===== config.mk =====
export PLATFORM = sky130hd
export DESIGN_NAME = gb3_window
export DESIGN_NICKNAME = d
export VERILOG_FILES = /design/src/sv/gb3_pkg.sv /design/src/sv/gb3_window.sv
export SDC_FILE = /design/constraint.sdc
export NUM_CORES = 1
export LEC_CHECK = 0
export BUFFER_PORTS_ARGS = -buffer_cell sky130_fd_sc_hd__buf_2
export CORE_MARGIN = 2
export CORE_UTILIZATION = 26
export CTS_CLUSTER_SIZE = 16
export DETAILED_ROUTE_END_ITERATION = 8
export SETUP_SLACK_MARGIN = 0.4
export SLEW_MARGIN = 15
export SYNTH_ARGS = -nofsm -noshare
export SYNTH_HDL_FRONTEND = slang
export SYNTH_SLANG_ARGS = --single-unit

===== constraint.sdc =====
create_clock -name i_clk -period 4.9 [get_ports i_clk]
set_clock_uncertainty 0.15 [all_clocks]
set_input_delay 0.49 -clock i_clk [delete_from_list [all_inputs] [get_ports i_clk]]
set_output_delay 0.49 -clock i_clk [all_outputs]
set_load 0.01 [all_outputs]

===== src/sv/gb3_pkg.sv =====
// ----------------------------------------------------------------------------
// gb3_pkg
// Types and constants shared by the 3x3 Gaussian blur block.
// ----------------------------------------------------------------------------
package gb3_pkg;

    localparam int unsigned CFG_WIDTH_BITS  = 12;
    localparam int unsigned CFG_HEIGHT_BITS = 13;
    localparam int unsigned CFG_DATA_BITS   = 13;

    localparam logic [CFG_WIDTH_BITS-1:0]  WIDTH_RESET  = 12'd640;
    localparam logic [CFG_HEIGHT_BITS-1:0] HEIGHT_RESET = 13'd480;

    typedef enum logic [0:0] {
        CFG_IDX_WIDTH  = 1'b0,
        CFG_IDX_HEIGHT = 1'b1
    } t_cfg_index;

    typedef struct packed {
        logic [7:0] pixel;
        logic       frame_start;
    } t_pix_in;

    typedef struct packed {
        logic [7:0]  filtered_value;
        logic [10:0] centre_column;
        logic [11:0] centre_row;
        logic        frame_end;
    } t_pix_out;

    typedef struct packed {
        logic [7:0] upper;
        logic [7:0] middle;
    } t_line_word;

    typedef struct packed {
        logic        valid;
        logic        emit;
        logic [10:0] centre_column;
        logic [11:0] centre_row;
        logic        frame_end;
    } t_win_ctrl;

endpackage


===== src/sv/gb3_window.sv =====
// ----------------------------------------------------------------------------
// gb3_window
// 3x3 window of two held columns plus the current one, and the kernel sum.
// ----------------------------------------------------------------------------
module gb3_window (
    input  logic                 i_clk,
    input  logic                 i_rst_n,
    input  gb3_pkg::t_win_ctrl   i_ctrl,
    input  logic [7:0]           i_top,
    input  logic [7:0]           i_mid,
    input  logic [7:0]           i_px,
    output logic                 o_push,
    output gb3_pkg::t_pix_out    o_data
);

    logic [7:0]  r_win [2][3];
    logic [11:0] sum;

    always_comb begin
        sum = 12'(r_win[0][0]) + {3'b0, r_win[1][0], 1'b0} + 12'(i_top)
            + {3'b0, r_win[0][1], 1'b0} + {2'b0, r_win[1][1], 2'b0}
            + {3'b0, i_mid, 1'b0}
            + 12'(r_win[0][2]) + {3'b0, r_win[1][2], 1'b0} + 12'(i_px);
    end

    always_ff @(posedge i_clk) begin
        if (!i_rst_n) begin
            for (int c = 0; c < 2; c++) begin
                for (int r = 0; r < 3; r++) begin
                    r_win[c][r] <= 8'd0;
                end
            end
        end else if (i_ctrl.valid) begin
            r_win[0][0] <= r_win[1][0];
            r_win[0][1] <= r_win[1][1];
            r_win[0][2] <= r_win[1][2];
            r_win[1][0] <= i_top;
            r_win[1][1] <= i_mid;
            r_win[1][2] <= i_px;
        end
    end

    assign o_push                = i_ctrl.valid && i_ctrl.emit;
    assign o_data.filtered_value = sum[11:4];
    assign o_data.centre_column  = i_ctrl.centre_column;
    assign o_data.centre_row     = i_ctrl.centre_row;
    assign o_data.frame_end      = i_ctrl.frame_end;

endmodule


==> summary.md <==
| Metric | Value |
|---|---|
| Final Wtd Congestion | `0.750` |
| Maximum VDD drop | `293 uV` |
| Post-synthesis sequential area ratio | `0.381` |
| Non-filler cells, final | `533` |
| Mapped cell area | `3790 um2` |
| RSZ-0062 raised after global routing | `true` |
| Drt wl/cell | `12.7 um` |
| Die width | `125 um` |
| Inst Count DP | `516` |
| Antenna diodes | `0` |
| Final setup viols | `0` |
| Grt ovf | `0` |
| Area of the core | `14,400 um2` |
| Root Buffer Master | `clkbuf_16` |
| Average size of a mapped cell | `11.7 um2` |
| Ys async rst share | `0` |
| Vias in the first global route | `2,368` |
| Largest net degree at the start of global routing | `51` |
| Final Max Tran Viols | `0` |
| Clk buf depth | `2` |
| Layout area overhead | `16.1%` |
| Post-synth EDFFs | `48` |
| Max Fclk | `0.209 GHz` |
| Max_cap viols | `0` |
| Final count of hold timing violations | `0` |
| Most used flip-flop cell after synthesis | `edfxtp_1` |
| FILL cells | `1,449` |
| Distinct cells, synth | `33` |
| Hold WC Path Type | `in -> reg` |
| CTS Buf Count | `5` |
| Via count | `2,211` |
| Seq pwr share | `0.146` |
| Tmin final | `4.78 ns` |
| Die H | `125 um` |
| HPWL after detailed placement | `5150 um` |
| Initial drt markers | `78` |
| Biggest regs | `r_win x48` |
| Least-Margin Pin Slew | `0.750 ns` |
| DRC Markers | `0` |
| Ports | `85` |
| Total Wirelength | `6770 um` |
| Req. time, crit path | `4.26 ns` |
| Period utilization | `0.976` |
| Clk_lat worst skew | `0.29 ns` |
| P_sw | `1.41 mW` |
| Initial Utilization | `0.264` |
| Final worst slack | `0.116 ns` |
| Share of cells above drive strength 1 | `0.244` |
| Initial antenna violation count | `0` |
| Top reg by flops | `r_win` |
| Yosys warning count | `0` |
| CP Capture Type | `primary output` |
| Nets | `465` |
| Routed Antenna Nets | `0` |
| CTS clk-pin slew, worst paths | `0.06 ns` |
| Rel. slew slack | `0.500` |
| Port bufs | `36` |
| Hold slack final | `0.362 ns` |
| Net switching fraction of the power | `0.409` |
| Synth Net Count | `442` |
| FF+latch count, synth | `48` |
| Startpoint types | `register` |
| Crit Path Max Fanout | `2` |
| Comb pwr share | `0.758` |
| CTS tree | `yes` |
| Clk sinks | `48` |
| Flop-to-flop setup slack | `3.88 ns` |
| Worst EP arrival | `4.14 ns` |
| Die area | `15,500 um2` |
| WS Path Type | `reg -> out` |
| Largest register FFs | `48` |
| Detailed-router iteration count before antenna repair | `4` |
| Vias per inst | `4.15` |
| Num rows | `44` |
| Total GRT Usage | `0.0901` |
| Power per Cell Area | `785 nW/um2` |
| CTS H-tree depth | `2` |
| Result of the run | `finished clean` |
| Internal power | `2.04 mW` |
| Clock power share | `0.097` |
| Cell count after synthesis | `325` |
| Pleak | `2.15 nW` |
| Dpl ws | `-0.0324 ns` |
| First-pass GRT wire length | `11,300 um` |
-- what timing repair did --
| action | 4_1_cts | 5_1_grt |
|---|---|---|
| gates resized for setup | 15 | 15 |
| setup buffers | 5 | 4 |
| setup endpoints to repair | 8 | 8 |
| hold buffers | 0 | 0 |
| pin swaps | 29 | 18 |
-- power groups by stage --
stage / Sequential, mW / Combinational, mW / Clock, mW
3_5_place_dp: 0.512 / 2.05 / 0
6_report: 0.503 / 2.62 / 0.333
4_1_cts: 0.503 / 2.41 / 0.342
3_3_place_gp: 0.511 / 1.99 / 0
2_1_floorplan: 0.508 / 1.35 / 0
5_1_grt: 0.507 / 2.92 / 0.357
-- critical path, stage by stage (launching register included) --
cell and delay, ns:
edfxtp_1 0.42, fa_1 0.57, fa_1 0.44, fa_1 0.56, inv_2 0.04, fa_1 0.47, buf_4 0.15, buf_4 0.13
fa_2 0.41, nor2b_4 0.16, o21bai_4 0.08, a21o_2 0.20, o311ai_2 0.06, buf_2 0.17
-- Yosys cell counts, types with 2 or more instances --
cell | count | area [um2]
inv_1 | 84 | 315
a21oi_1 | 3 | 15.0
nand3_1 | 2 | 10.0
and3_1 | 49 | 307
edfxtp_1 | 48 | 1440
xor2_1 | 3 | 26.3
o21ai_0 | 2 | 10.0
nand2_1 | 2 | 7.51
ha_1 | 13 | 163
and2_1 | 2 | 12.5
nor3_1 | 2 | 10.0
nand2b_1 | 8 | 50.1
nand4b_1 | 2 | 17.5
o311ai_0 | 2 | 17.5
fa_1 | 52 | 1040
nor2_1 | 2 | 7.51
buf_4 | 24 | 180
clkbuf_1 | 10 | 37.5
-- path summary, 6_finish.rpt --
check / startpoint / depth (start not counted) / endpoint
max: r_win[1][19]$_SDFFCE_PN0P_ / 13 / o_data[31]
min: i_mid[1] / 2 / r_win[1][9]$_SDFFCE_PN0P_
max reg2reg: r_win[1][11]$_SDFFCE_PN0P_ / 1 / r_win[0][11]$_SDFFCE_PN0P_
min reg2reg: r_win[1][7]$_SDFFCE_PN0P_ / 1 / r_win[0][7]$_SDFFCE_PN0P_
-- through the flow --
| step | TNS, ns | power (mW) | utilization | cell area [um2] |
|---|---|---|---|---|
| after global placement | 0 | 2.50 | 0.284 | 4080 |
| after floorplan | 0 | 1.86 | - | 3850 |
| after detailed placement | -0.0469 | 2.56 | 0.284 | 4080 |
| after global routing | -0.0506 | 3.78 | 0.306 | 4400 |
| final | 0 | 3.45 | 0.306 | 4400 |
| after CTS | 0 | 3.25 | 0.301 | 4320 |
-- logic make-up (layout without fill, tap and decap cells) --
family,count (synthesis),in the layout,synth area share
xor+xnor,4,4,0.00925
flops,48,48,0.381
mux,1,1,0.00297
fa+ha+maj,65,65,0.318
simple gates,75,75,0.123
compound gates,14,14,0.0254
buf+inv,118,142,0.141
-- routing by layer --
layer | GRT usage | vias to the layer above | share of wire | wire, um
li1 | - | 1053 | - | -
met1 | 0.116 | 1106 | 0.45 | 3040
met2 | 0.153 | 38 | 0.50 | 3390
met3 | 0.0112 | 14 | 0.030 | 203
met4 | 0.0383 | 0 | 0.020 | 133
met5 | 0 | - | 0 | 0
-- cells in the final DEF (no fill, tap or decap), types with 2 or more instances in the layout --
cell type and n:
inv_1 77, fa_1 51, and3_1 49, edfxtp_1 48, buf_2 31, buf_4 15
ha_1 9, inv_2 7, nand2b_1 7, clkbuf_16 5, buf_6 4, xor2_2 3
a21oi_1 2, and2_1 2, a21oi_4 2, nand4b_1 2, o21ai_0 2, nor2_1 2
o311ai_2 2, nor3_1 2, ha_2 2, ha_4 2
-- cell type report --
class	instances	area, um2	share of cell area
Clock buffer	6	129	0.0293
Clock inverter	2	11.3	0.00256
Timing Repair Buffer	50	313	0.0711
Multi-Input combinational cell	159	1960	0.445
Tap cell	184	230	0.0523
Inverter	84	315	0.0717
Sequential cell	48	1440	0.328
No activity file was read; power rests on OpenSTA's default activity.
