===== src/sv/gb3_pkg.sv =====
// ----------------------------------------------------------------------------
// gb3_pkg
// Types and constants shared by the 3x3 Gaussian blur block.
// ----------------------------------------------------------------------------
package gb3_pkg;

    localparam int unsigned CFG_WIDTH_BITS  = 12;
    localparam int unsigned CFG_HEIGHT_BITS = 13;
    localparam int unsigned CFG_DATA_BITS   = 13;

    localparam logic [CFG_WIDTH_BITS-1:0]  WIDTH_RESET  = 12'd640;
    localparam logic [CFG_HEIGHT_BITS-1:0] HEIGHT_RESET = 13'd480;

    typedef enum logic [0:0] {
        CFG_IDX_WIDTH  = 1'b0,
        CFG_IDX_HEIGHT = 1'b1
    } t_cfg_index;

    typedef struct packed {
        logic [7:0] pixel;
        logic       frame_start;
    } t_pix_in;

    typedef struct packed {
        logic [7:0]  filtered_value;
        logic [10:0] centre_column;
        logic [11:0] centre_row;
        logic        frame_end;
    } t_pix_out;

    typedef struct packed {
        logic [7:0] upper;
        logic [7:0] middle;
    } t_line_word;

    typedef struct packed {
        logic        valid;
        logic        emit;
        logic [10:0] centre_column;
        logic [11:0] centre_row;
        logic        frame_end;
    } t_win_ctrl;

endpackage


===== src/sv/gb3_out_fifo.sv =====
// ----------------------------------------------------------------------------
// gb3_out_fifo
// Two-entry result queue that decouples the filter from the receiver.
// ----------------------------------------------------------------------------
module gb3_out_fifo (
    input  logic                 i_clk,
    input  logic                 i_rst_n,
    input  logic                 i_push,
    input  gb3_pkg::t_pix_out    i_data,
    input  logic                 i_pop,
    output gb3_pkg::t_pix_out    o_data,
    output logic [1:0]           o_count
);

    gb3_pkg::t_pix_out r_q [2];
    logic              r_wp;
    logic              r_rp;
    logic [1:0]        r_cnt;
    logic [1:0]        n_cnt;

    always_comb begin
        n_cnt = r_cnt + {1'b0, i_push} - {1'b0, i_pop};
    end

    always_ff @(posedge i_clk) begin
        if (!i_rst_n) begin
            r_wp  <= 1'b0;
            r_rp  <= 1'b0;
            r_cnt <= 2'd0;
        end else begin
            if (i_push) begin
                r_wp <= ~r_wp;
            end
            if (i_pop) begin
                r_rp <= ~r_rp;
            end
            r_cnt <= n_cnt;
        end
    end

    always_ff @(posedge i_clk) begin
        if (i_push) begin
            r_q[r_wp] <= i_data;
        end
    end

    assign o_data  = r_q[r_rp];
    assign o_count = r_cnt;

endmodule


===== config.mk =====
export PLATFORM = sky130hd
export DESIGN_NAME = gb3_out_fifo
export DESIGN_NICKNAME = d
export VERILOG_FILES = /design/src/sv/gb3_pkg.sv /design/src/sv/gb3_out_fifo.sv
export SDC_FILE = /design/constraint.sdc
export NUM_CORES = 1
export LEC_CHECK = 0
export BUFFER_PORTS_ARGS = -buffer_cell sky130_fd_sc_hd__buf_2
export CAP_MARGIN = 20
export CORE_MARGIN = 3
export CORE_UTILIZATION = 40
export CTS_CLUSTER_DIAMETER = 80
export DETAILED_ROUTE_END_ITERATION = 7
export GPL_TIMING_DRIVEN = 0
export RECOVER_POWER = 100
export REMOVE_ABC_BUFFERS = 1
export SLEW_MARGIN = 15
export SYNTH_ARGS = -nofsm -noshare
export SYNTH_HDL_FRONTEND = slang
export SYNTH_SLANG_ARGS = --single-unit

===== constraint.sdc =====
create_clock -name i_clk -period 2.6 [get_ports i_clk]
set_input_delay 0 -clock i_clk [delete_from_list [all_inputs] [get_ports i_clk]]
set_output_delay 0 -clock i_clk [all_outputs]
set_load 0.05 [all_outputs]

==> summary.md, run 1 <==
| Metric | Value |
|---|---|
| Multi-input gate area | `581 µm²` |
| Worst setup EP type | `flop` |
| Distinct cells, synth | `13` |
| Maximum root-to-sink buffer count | `2` |
| Final number of setup-violating endpoints | `0` |
| WHS Path Cells | `3` |
| Post-synth ARST share | `0` |
| Post-route ant nets | `0` |
| Total core area | `0.00642 mm²` |
| Post-Syn Area | `0.00268 mm²` |
| Final worst slack | `0.472 ns` |
| Syn_area_per_cell | `22.5 µm²` |
| Nets | `268` |
| Rel. slew slack | `-0.127` |
| Cells after Synth | `119` |
| Vias/cell | `4.49` |
| Final global-route overflow total | `0` |
| Sw Pwr | `0.000711 W` |
| Sequential cell area | `0.00202 mm²` |
| Min Hold Slack | `0.0357 ns` |
| Sink Count | `69` |
| Clock skew | `0.00719 ns` |
| Worst-Margin Slew | `1.69 ns` |
| Crit-path max cell delay | `1.26 ns` |
| Initial antenna violation count | `0` |
| Worst-case reg-to-reg path depth | `2` |
| Full die area | `0.00772 mm²` |
| ANT cells | `0` |
| Clk pin slew, worst setup/hold paths | `0.07 ns` |
| Clk network pwr share | `0.280` |
| HPWL Detailed | `2940 µm` |
| Status | `finished, violations left` |
| Setup WS pre-CTS | `1.08 ns` |
| Failing checks | `max-capacitance violations, max-slew violations` |
| Clock Root Buffer | `clkbuf_8` |
| Initial drt markers | `52` |
| Critical-path top delay cell | `nor2b_1` |
| TritonCTS clock tree | `done` |
| Arrival time at the worst endpoint | `2.17 ns` |
| Die X | `87.9 µm` |
| Top post-synthesis cells by area | `edfxtp_1 (72%), mux2_4 (17%), dfxtp_1 (3.7%)` |
| Worst R2R Setup Slack | `0.47 ns` |
| Hold Path Class | `in2reg` |
| Sequential area share after synthesis | `0.754` |
| R2R Path End | `r_q[0][31]` |
| Routability cong. | `0.666` |
| Switching Share | `0.283` |
| Final Max Slew Viols | `50` |
| Max Fanout on Critical Path | `17` |
| Synth top area share | `0.717` |
| WL/cell | `14.2 µm` |
| Pint | `0.00180 W` |
| Vias in the first global route | `1418` |
| Area leader, netlist | `edfxtp_1` |
| Post-cts sizing count | `0` |
| Gate power share | `0.197` |
| Crit path kind | `reg2reg` |
| Crit path cell chain | `nor2b_1, buf_16` |
| Reg-to-Reg Start | `r_wp` |
| Number of flops mapped to enable cells by yosys | `64` |
| Hold EP | `r_rp` |
| Commonest cells post-synth | `edfxtp_1 (64), mux2_4 (30), dfxtp_1 (5)` |
| Crit share post-route | `0.818` |
| Die height | `87.9 µm` |
| RSZ-0062 raised after global routing | `false` |
| FILL cells | `558` |
| Synth warn | `0` |
| # port buffers | `69` |
| DRT Pass-1 Iters | `4` |
| Peak supply drop | `0.377 mV` |
| Initial Util | `0.417` |
| Io pins | `70` |
| Final hold vios | `0` |
| Share of cells above drive strength 1 | `0.272` |
| Top_reg_cell synth | `edfxtp_1` |
| LEAKAGE | `1.30 nW` |
| Sequential Power Share | `0.524` |
| H-tree levels | `3` |
| # DRC | `0` |
| Power per cell area | `712 mW/mm²` |
| Max-Cap Viols | `2` |
| F_max | `0.470 GHz` |
| Hold_sp | `i_pop` |
| Min Tclk post-route | `2.13 ns` |
| Post-Route WL | `4440 µm` |
| Synth-to-Final Area Change | `31.6%` |
| Cell with the most instances after synthesis | `edfxtp_1` |
| Latest clock arrival within the worst-skew pair | `0.33 ns` |
| Largest net degree at the start of global routing | `33` |
| Synthesis-stage register bit count | `69` |
| Overall routing resource usage | `0.123` |
| Rows | `29` |
| CP Launch Type | `flop` |
| First-pass GRT wire length | `6840 µm` |
| Vias | `1401` |
| Critical path data required time | `2.64 ns` |
| CTS buffer count | `9` |
-- metal layers --
metal / routed length (µm) / global-route usage
met3: 214 / 0.0405
met1: 1760 / 0.135
met2: 2370 / 0.206
met5: 0 / 0
met4: 89 / 0.0795
-- worst max-delay path: cells and delay by family, from the launching register on --
| family | cells | cell delay [ns] |
|---|---|---|
| simple gates | 1 | 1.26 |
| flops | 1 | 0.32 |
| buf+inv | 1 | 0.25 |
-- timing repair --
item	in CTS	in global routing
hold buffers	33	0
buffers inserted	0	0
hold endpoints to repair	69	0
-- layout by cell type, fill, tap and decap left out --
cell type and n:
nor2b_1 3, o21a_1 1, dfxtp_1 4, buf_16 2
dlygate4sd3_1 33, edfxtp_1 64, buf_2 15, dfxtp_2 1
xnor3_1 1, mux2_4 30, and2_1 2, clkinv_2 3
clkinv_1 2, clkbuf_1 54, clkbuf_8 9, clkinvlp_4 1
clkbuf_2 1, xor2_1 1, mux2_2 2, ha_1 2
and2_0 2, inv_1 2
-- sequential cells by signal, summed over array words and instances, names as in the netlist, named ones only --
signal   cells
o_count      2
r_rp         1
r_q         64
r_wp         1
-- power groups by stage --
stage          Sequential (W)  Clock (W)  Combinational (W)
2_1_floorplan         0.00137          0           0.000333
3_3_place_gp          0.00135          0           0.000451
3_5_place_dp          0.00134          0           0.000481
4_1_cts               0.00132   0.000727           0.000520
5_1_grt               0.00132   0.000780           0.000521
6_report              0.00132   0.000703           0.000495
-- kinds of logic (layout without fill, tap and decap cells) --
group,after synthesis,count (layout),share of synthesized area
compound gates,1,1,0.00280
mux,32,32,0.176
xor+xnor,2,2,0.0117
buf+inv,6,122,0.0294
flops,69,69,0.754
fa+ha+maj,2,2,0.00933
simple gates,7,7,0.0163
-- area by class of cell --
class                           instances  share of cell area
Sequential cell                        69               0.573
Timing Repair Buffer                  104               0.188
Clock buffer                           10              0.0362
Inverter                                2             0.00213
Multi-Input combinational cell         44               0.164
Clock inverter                          6             0.00851
Tap cell                               77              0.0273
-- through the flow --
step / cells / utilization / power (W) / setup TNS [ns] / area, µm²
after floorplan: 115 / - / 0.00170 / 0 / 2610
after global placement: 261 / 0.475 / 0.00180 / -9.29 / 3050
after detailed placement: 263 / 0.485 / 0.00182 / 0 / 3120
after CTS: 312 / 0.561 / 0.00257 / 0 / 3600
after global routing: 312 / 0.550 / 0.00263 / 0 / 3530
final: 312 / 0.550 / 0.00251 / 0 / 3530
-- worst max-delay path by stage --
stage / cells after the start / to / from
final: 2 / r_q[0][31] / r_wp
after global routing: 2 / r_q[0][31] / r_wp
after CTS: 3 / o_data[31] / flop
after detailed placement: 3 / o_data[31] / flop
after global placement: 1 / r_q[0][30] / r_wp
after floorplan: 1 / r_q[0][0] / r_wp
Note: power is estimated with default switching activity, not from simulation.
==> run 2, diff against run 1 <==
PLACE_DENSITY = 0.66   (was default)
clock period = 1.85 ns   (was 2.6 ns; I/O delays follow)
==> run 2 against run 1 <==
- the flow now finishes without violations
- design area grew 3.9%
- non-clock buffer count increased by 2
- core utilization is 2.2 points higher
- combinational power is 44% higher
- clock skew fell by 0.0034 ns
- first-iteration DRC count increased by 69%
- via count up 1.6%
- worst setup slack worse by 0.29 ns
- total power rose by 59%
- sequential share of layout area decreased by 2.1 points
- critical path depth up 1
==> summary.md, run 2 (synthesized netlist as in run 1, its figures left out) <==
| Metric | Value |
|---|---|
| Routability cong. | `0.627 (-5.8%)` |
| Peak supply drop | `0.457 mV (+21%)` |
| HPWL Detailed | `3030 µm (+3.2%)` |
| RSZ-0062 raised after global routing | `false` |
| Clk pin slew, worst setup/hold paths | `0.07 ns (about the same)` |
| Rows | `29 (unchanged)` |
| Share of cells above drive strength 1 | `0.363 (+0.0905)` |
| Largest net degree at the start of global routing | `20 (-39%)` |
| WL/cell | `14.9 µm (+5.1%)` |
| CTS buffer count | `9 (unchanged)` |
| Post-Route WL | `4690 µm (+5.8%)` |
| Min Tclk post-route | `1.67 ns` |
| Arrival time at the worst endpoint | `1.67 ns (-0.50 ns)` |
| Critical path data required time | `1.85 ns (-0.79 ns)` |
| Initial drt markers | `88 (+69%)` |
| Sink Count | `69 (unchanged)` |
| Power per cell area | `1090 mW/mm² (+53%)` |
| # DRC | `0 (unchanged)` |
| Total Power | `0.00400 W (+59%)` |
| Max Fanout on Critical Path | `17 (unchanged)` |
| CP Launch Type | `flop` |
| Sw Pwr | `0.00103 W (+45%)` |
| Crit path kind | `reg2out` |
| WHS Path Cells | `3 (unchanged)` |
| FILL cells | `519 (-7.0%)` |
| Latest clock arrival within the worst-skew pair | `0.33 ns (about the same)` |
| First-pass GRT wire length | `7350 µm (+7.5%)` |
| Initial antenna violation count | `0 (unchanged)` |
| Synth-to-Final Area Change | `36.8%` |
| Hold Path Class | `in2reg` |
| Pint | `0.00296 W (+64%)` |
| Busiest grt layer | `met2` |
| Largest Register | `r_q` |
| Full die area | `0.00772 mm² (unchanged)` |
| TritonCTS clock tree | `done` |
| ANT cells | `0 (unchanged)` |
| Status | `completed` |
| Sequential Power Share | `0.462 (-0.062)` |
| Worst-Margin Slew | `0.953 ns (-0.734 ns)` |
| Met2 usage in global routing | `0.222 (+0.0158)` |
| Setup WS pre-CTS | `0.354 ns (-0.722 ns)` |
| Clk network pwr share | `0.359 (+0.079)` |
| Total core area | `0.00642 mm² (unchanged)` |
| Most frequent cells in the layout | `edfxtp_1 (64), dlygate4sd3_1 (34), clkbuf_1 (33)` |
| Crit share post-route | `0.903` |
| Io pins | `70 (unchanged)` |
| H-tree levels | `3 (unchanged)` |
| Vias in the first global route | `1491 (+5.1%)` |
| Maximum root-to-sink buffer count | `2 (unchanged)` |
| Final worst slack | `0.179 ns (-0.294 ns)` |
| Final hold vios | `0 (unchanged)` |
| F_max | `0.598 GHz` |
| Switching Share | `0.258 (-0.0242)` |
| Met1 usage in global routing | `0.148 (+0.0133)` |
| Vias | `1424 (+1.6%)` |
| Post-route ant nets | `0 (unchanged)` |
| Clock skew | `0.00375 ns (-0.00344 ns)` |
| Worst setup EP type | `primary output` |
| Hold_sp | `i_push` |
| Multi-input gate area | `583 µm² (+0.43%)` |
| Rel. slew slack | `0.362 (+0.489)` |
| Clock Root Buffer | `clkbuf_8` |
| Vias/cell | `4.54 (+0.99%)` |
| Reg-to-Reg Start | `r_wp` |
| Nets | `270 (+0.75%)` |
| Final Max Slew Viols | `0 (-100%)` |
| Initial Util | `0.417 (unchanged)` |
| Hold EP | `r_wp` |
| R2R Path End | `r_q[0][21]` |
| Largest register FFs | `64 (unchanged)` |
| Worst R2R Setup Slack | `0.23 ns (-0.24 ns)` |
| Die X | `87.9 µm (unchanged)` |
| LEAKAGE | `1.41 nW (+8.0%)` |
| Overall routing resource usage | `0.132 (+0.00831)` |
| GR Util met3 | `0.0405 (unchanged)` |
| Gate power share | `0.179 (-0.018)` |
| Setup Buffers After CTS | `0 (unchanged)` |
| Final number of setup-violating endpoints | `0 (unchanged)` |
| Sequential cell area | `0.00203 mm² (+0.12%)` |
| Worst-case reg-to-reg path depth | `2 (unchanged)` |
| Final global-route overflow total | `0 (unchanged)` |
| # port buffers | `69 (unchanged)` |
| Max-Cap Viols | `0 (-2)` |
| Commonest non-fill, non-tap cell in the layout | `edfxtp_1` |
| Die height | `87.9 µm (unchanged)` |
| DRT Pass-1 Iters | `3 (-1)` |
run 2: changes by cell type in the layout (fill, tap and decap cells not counted), moves of 3 or more:
cell	change
clkbuf_1	-21
clkinv_2	-3
clkbuf_2	+18
bufinv_16	+3
run 2: worst max-delay path: stages, from the launching register on:
cell and delay [ns]:
dfxtp_4 0.55, buf_12 0.23, mux2_4 0.31, clkbuf_2 0.24
run 2: per-stage QoR:
step / util / setup TNS [ns] / std cells / instance area, µm² / hold slack [ns]
6_report: 0.571 / 0 / 314 / 3670 / 0.0265
4_1_cts: 0.579 / 0 / 314 / 3720 / 0.0111
3_5_place_dp: 0.488 / 0 / 264 / 3140 / 0.192
5_1_grt: 0.571 / 0 / 314 / 3670 / 0.0239
3_3_place_gp: 0.475 / -66.26 / 261 / 3050 / 0.189
2_1_floorplan: - / -11.66 / 115 / 2610 / 0.0989
run 2: timing repair:
action / CTS / global route
endpoints found under the setup margin: 17 / 0
hold endpoints to repair: 69 / 0
hold buffers: 34 / 0
gates resized for setup: 1 / 0
run 2: layout make-up:
class | count | area share
clock buffers | 9 | 0.0338
clock inverters | 7 | 0.0310
inverters | 2 | 0.00205
multi-input cells | 44 | 0.159
flip-flops and latches | 69 | 0.552
well taps | 77 | 0.0263
repair buffers | 106 | 0.196
run 2: power by group through the flow:
stage | registers [W] | clock network, W | logic (W)
6_report | 0.00184 | 0.00144 | 0.000715
5_1_grt | 0.00185 | 0.00154 | 0.000759
4_1_cts | 0.00185 | 0.00148 | 0.000740
3_5_place_dp | 0.00188 | 0 | 0.000684
3_3_place_gp | 0.00190 | 0 | 0.000641
2_1_floorplan | 0.00192 | 0 | 0.000468
run 2: per-layer routing:
metal	wire length, µm	up-vias
li1	-	687
met1	1920	688
met2	2400	43
met3	291	6
met4	73	0
met5	0	-
run 2: how the worst max path moves through the flow:
stage	startpoint	endpoint
after detailed placement	flop	o_data[20]
after global routing	flop	o_data[20]
final	flop	o_data[5]
after floorplan	r_wp	r_q[0][0]
after global placement	r_wp	r_q[0][28]
after CTS	flop	o_data[20]
==> run 3, diff against run 2 <==
ABC_AREA = 1   (was default)
==> run 3 against run 2 <==
- synthesized cell count rose by 10%
- sequential share of layout area rose by 0.66 points
- combinational power fell by 13%
- design area fell by 1.1%
- flip-flop and latch count did not move
- clock power fell by 16%
- critical path depth did not move
- core utilization fell by 0.64 points
- non-clock buffer count rose by 1
- clock skew rose by 0.0064 ns
- die area barely moved
- critical endpoint is now o_data[0]
- largest cell class unchanged
- highest routed layer unchanged
==> summary.md, run 3 <==
| Metric | Value |
|---|---|
| Status | `completed` |
| Vias | `1451 (+1.9%)` |
| Vias in the first global route | `1474 (-1.1%)` |
| Total Power | `0.00367 W (-8.1%)` |
| Die X | `87.9 µm (about the same)` |
| Worst R2R Setup Slack | `0.14 ns (-0.09 ns)` |
| DRT Pass-1 Iters | `4 (+1)` |
| Max-Cap Viols | `0 (unchanged)` |
| Overall routing resource usage | `0.123 (-0.00911)` |
| Worst-case reg-to-reg path depth | `5 (+3)` |
| Hold_sp | `i_push` |
| Rel. slew slack | `0.488 (+0.126)` |
| Power per cell area | `1010 mW/mm² (-7.1%)` |
| Reg-to-Reg Start | `r_wp` |
| Commonest cells post-synth | `edfxtp_1 (64), mux2_4 (30), nand2_1 (8)` |
| HPWL Detailed | `2760 µm (-8.8%)` |
| Distinct cells, synth | `12 (-1)` |
| Final std cells w/o fill | `327 (+4.1%)` |
| Max Fanout on Critical Path | `18 (+1)` |
| Largest Register | `r_q` |
| Setup TNS | `0 ns (unchanged)` |
| Vias/cell | `4.44 (-2.2%)` |
| Clk pin slew, worst setup/hold paths | `0.07 ns (about the same)` |
| Critical path data required time | `1.85 ns (about the same)` |
| Initial Util | `0.418 (about the same)` |
| Min Tclk post-route | `1.71 ns (+0.0351 ns)` |
| CP top delay family | `flip-flops` |
| Compound-gate portion of the synthesized area | `0.00186 (-0.000935)` |
| Sink Count | `69 (unchanged)` |
| Top post-synthesis cells by area | `edfxtp_1 (72%), mux2_4 (17%), dfxtp_1 (3.7%)` |
| RSZ-0062 raised after global routing | `false` |
| Die height | `87.9 µm (about the same)` |
| Peak supply drop | `0.713 mV (+56%)` |
| Share of cells above drive strength 1 | `0.352 (-0.0109)` |
| Final worst slack | `0.144 ns (-0.0351 ns)` |
| CP Launch Type | `flop` |
| Post-synthesis xor/xnor area fraction | `0 (-0.0117)` |
| # DRC | `0 (unchanged)` |
| Synth top area share | `0.716 (about the same)` |
| Sequential area share after synthesis | `0.753 (about the same)` |
| Final hold vios | `0 (unchanged)` |
| CTS buffer count | `9 (unchanged)` |
| Clock Root Buffer | `clkbuf_8` |
| Critical-path top delay cell | `dfxtp_4` |
| Nets | `283 (+4.8%)` |
| Worst-Margin Slew | `0.767 ns (-0.186 ns)` |
| Final number of setup-violating endpoints | `0 (unchanged)` |
| Setup WS pre-CTS | `0.342 ns (-0.0123 ns)` |
| Hold Path Class | `in2reg` |
| Top_reg_cell synth | `edfxtp_1` |
| Synth warn | `0 (unchanged)` |
| Initial antenna violation count | `0 (unchanged)` |
| F_max | `0.586 GHz (-2.1%)` |
| Post-route ant nets | `0 (unchanged)` |
| Most frequent cells in the layout | `edfxtp_1 (64), dlygate4sd3_1 (36), clkbuf_1 (35)` |
| Syn_area_per_cell | `20.5 µm² (-9.1%)` |
| Largest register FFs | `64 (unchanged)` |
| Crit path cell chain | `buf_12, mux2_2, clkbuf_2` |
| Simple-Gate Fraction of Synth Area | `0.0228 (+0.00651)` |
| Synth-to-Final Area Change | `35.2%` |
| Crit share post-route | `0.922 (+0.0190)` |
| Initial drt markers | `28 (-68%)` |
| Final global-route overflow total | `0 (unchanged)` |
| Cells after Synth | `131 (+10%)` |
| WL/cell | `13.3 µm (-11%)` |
| Core Util, Final | `0.565 (-0.00643)` |
| Final Max Slew Viols | `0 (unchanged)` |
| Number of flops mapped to enable cells by yosys | `64 (unchanged)` |
| Post-synth ARST share | `0 (unchanged)` |
| ANT cells | `0 (unchanged)` |
| Maximum root-to-sink buffer count | `2 (unchanged)` |
| Main combinational cell family by area after synthesis | `multiplexers` |
| Post-synthesis mux area share | `0.176 (about the same)` |
| Synthesis-stage register bit count | `69 (unchanged)` |
| H-tree levels | `3 (unchanged)` |
| Latest clock arrival within the worst-skew pair | `0.33 ns (about the same)` |
| Multi-input gate area | `567 µm² (-2.8%)` |
| Cell with the most instances after synthesis | `edfxtp_1` |
| Commonest non-fill, non-tap cell in the layout | `edfxtp_1` |
| R2R Path End | `r_wp` |
| Worst setup EP type | `primary output` |
| Largest net degree at the start of global routing | `33 (+65%)` |
| Clock skew | `0.0102 ns (+0.00641 ns)` |
| First-pass GRT wire length | `6910 µm (-6.0%)` |
| WHS Path Cells | `4 (+1)` |
| FILL cells | `523 (+0.77%)` |
| Post-Syn Area | `0.00268 mm² (about the same)` |
| Post-Route WL | `4350 µm (-7.3%)` |
| TritonCTS clock tree | `done` |
| Placed Cells | `275 (+4.2%)` |
| Area leader, netlist | `edfxtp_1` |
| Hold EP | `o_count[0]` |
| Total core area | `0.00642 mm² (unchanged)` |
| Full die area | `0.00773 mm² (about the same)` |
| # port buffers | `69 (unchanged)` |
| Sequential cell area | `0.00203 mm² (about the same)` |
| Io pins | `70 (unchanged)` |
| Post-Synth Adder-Cell Area | `0.00932 (about the same)` |
| Crit-path max cell delay | `0.55 ns (about the same)` |
| Worst Path Buf+Inv | `2 (unchanged)` |
| LEAKAGE | `1.43 nW (+1.3%)` |
| Rows | `29 (unchanged)` |
| Arrival time at the worst endpoint | `1.71 ns (+0.04 ns)` |
| Routability cong. | `0.674 (+7.5%)` |
| Crit path kind | `reg2out` |
-- run 3: cells by family (layout without fill, tap and decap cells) --
| logic type | Yosys count | count (layout) |
|---|---|---|
| DFF | 69 | 69 |
| muxes | 32 | 32 |
| and+or+nand+nor | 16 | 16 |
| buffers and inverters | 11 | 130 |
| adders and majority gates | 2 | 2 |
| AOI/OAI and AO/OA | 1 | 1 |
-- run 3: worst max-delay path by stage --
stage / end / slack (ns) / from / depth (start not counted)
global placement: r_q[0][27] / -1.09 / r_wp / 1
floorplan: r_q[0][0] / -0.25 / r_wp / 1
detailed placement: o_data[0] / 0.34 / flop / 3
finish: o_data[0] / 0.14 / flop / 3
global route: r_wp / 0.05 / r_wp / 5
CTS: r_wp / 0.07 / r_wp / 5
-- run 3: worst reg2reg max path, cell delays in order, from the launching register on --
cell	delay (ns)
dfxtp_2	0.35
nand2_1	0.08
nand2_1	0.06
dlygate4sd3_1	0.54
nor2_1	0.04
dlygate4sd3_1	0.54
-- run 3: metrics by stage --
step	cell area [µm²]	hold slack (ns)
6_report	3630	0.0532
5_1_grt	3630	0.0937
4_1_cts	3670	0.0361
3_5_place_dp	3110	0.191
3_3_place_gp	3050	0.188
2_1_floorplan	2610	0.0935
-- run 3: layer usage --
layer / part of all wire / track usage
met1: 0.44 / 0.148
met2: 0.47 / 0.188
met3: 0.070 / 0.0470
met4: 0.021 / 0.0711
met5: 0 / 0
-- run 3: power breakdown --
part | switching, W | total, W | internal (W)
Sequential | 0.0000380 | 0.00184 | 0.00180
Combinational | 0.000392 | 0.000625 | 0.000233
Clock | 0.000508 | 0.00121 | 0.000700
-- run 3: final cells by class --
class	instances	share of cell area
clock inverter	1	0.00828
multi-input combinational	51	0.156
sequential	69	0.559
timing repair buffer	107	0.197
inverter	7	0.00724
tap	77	0.0266
clock buffer	15	0.0459
-- run 3: timing repair --
action,in CTS,in global routing
endpoints found under the setup margin,18,1
endpoints found under the hold margin,69,0
gates resized for setup,1,1
hold buffers,36,0
setup buffers,0,0
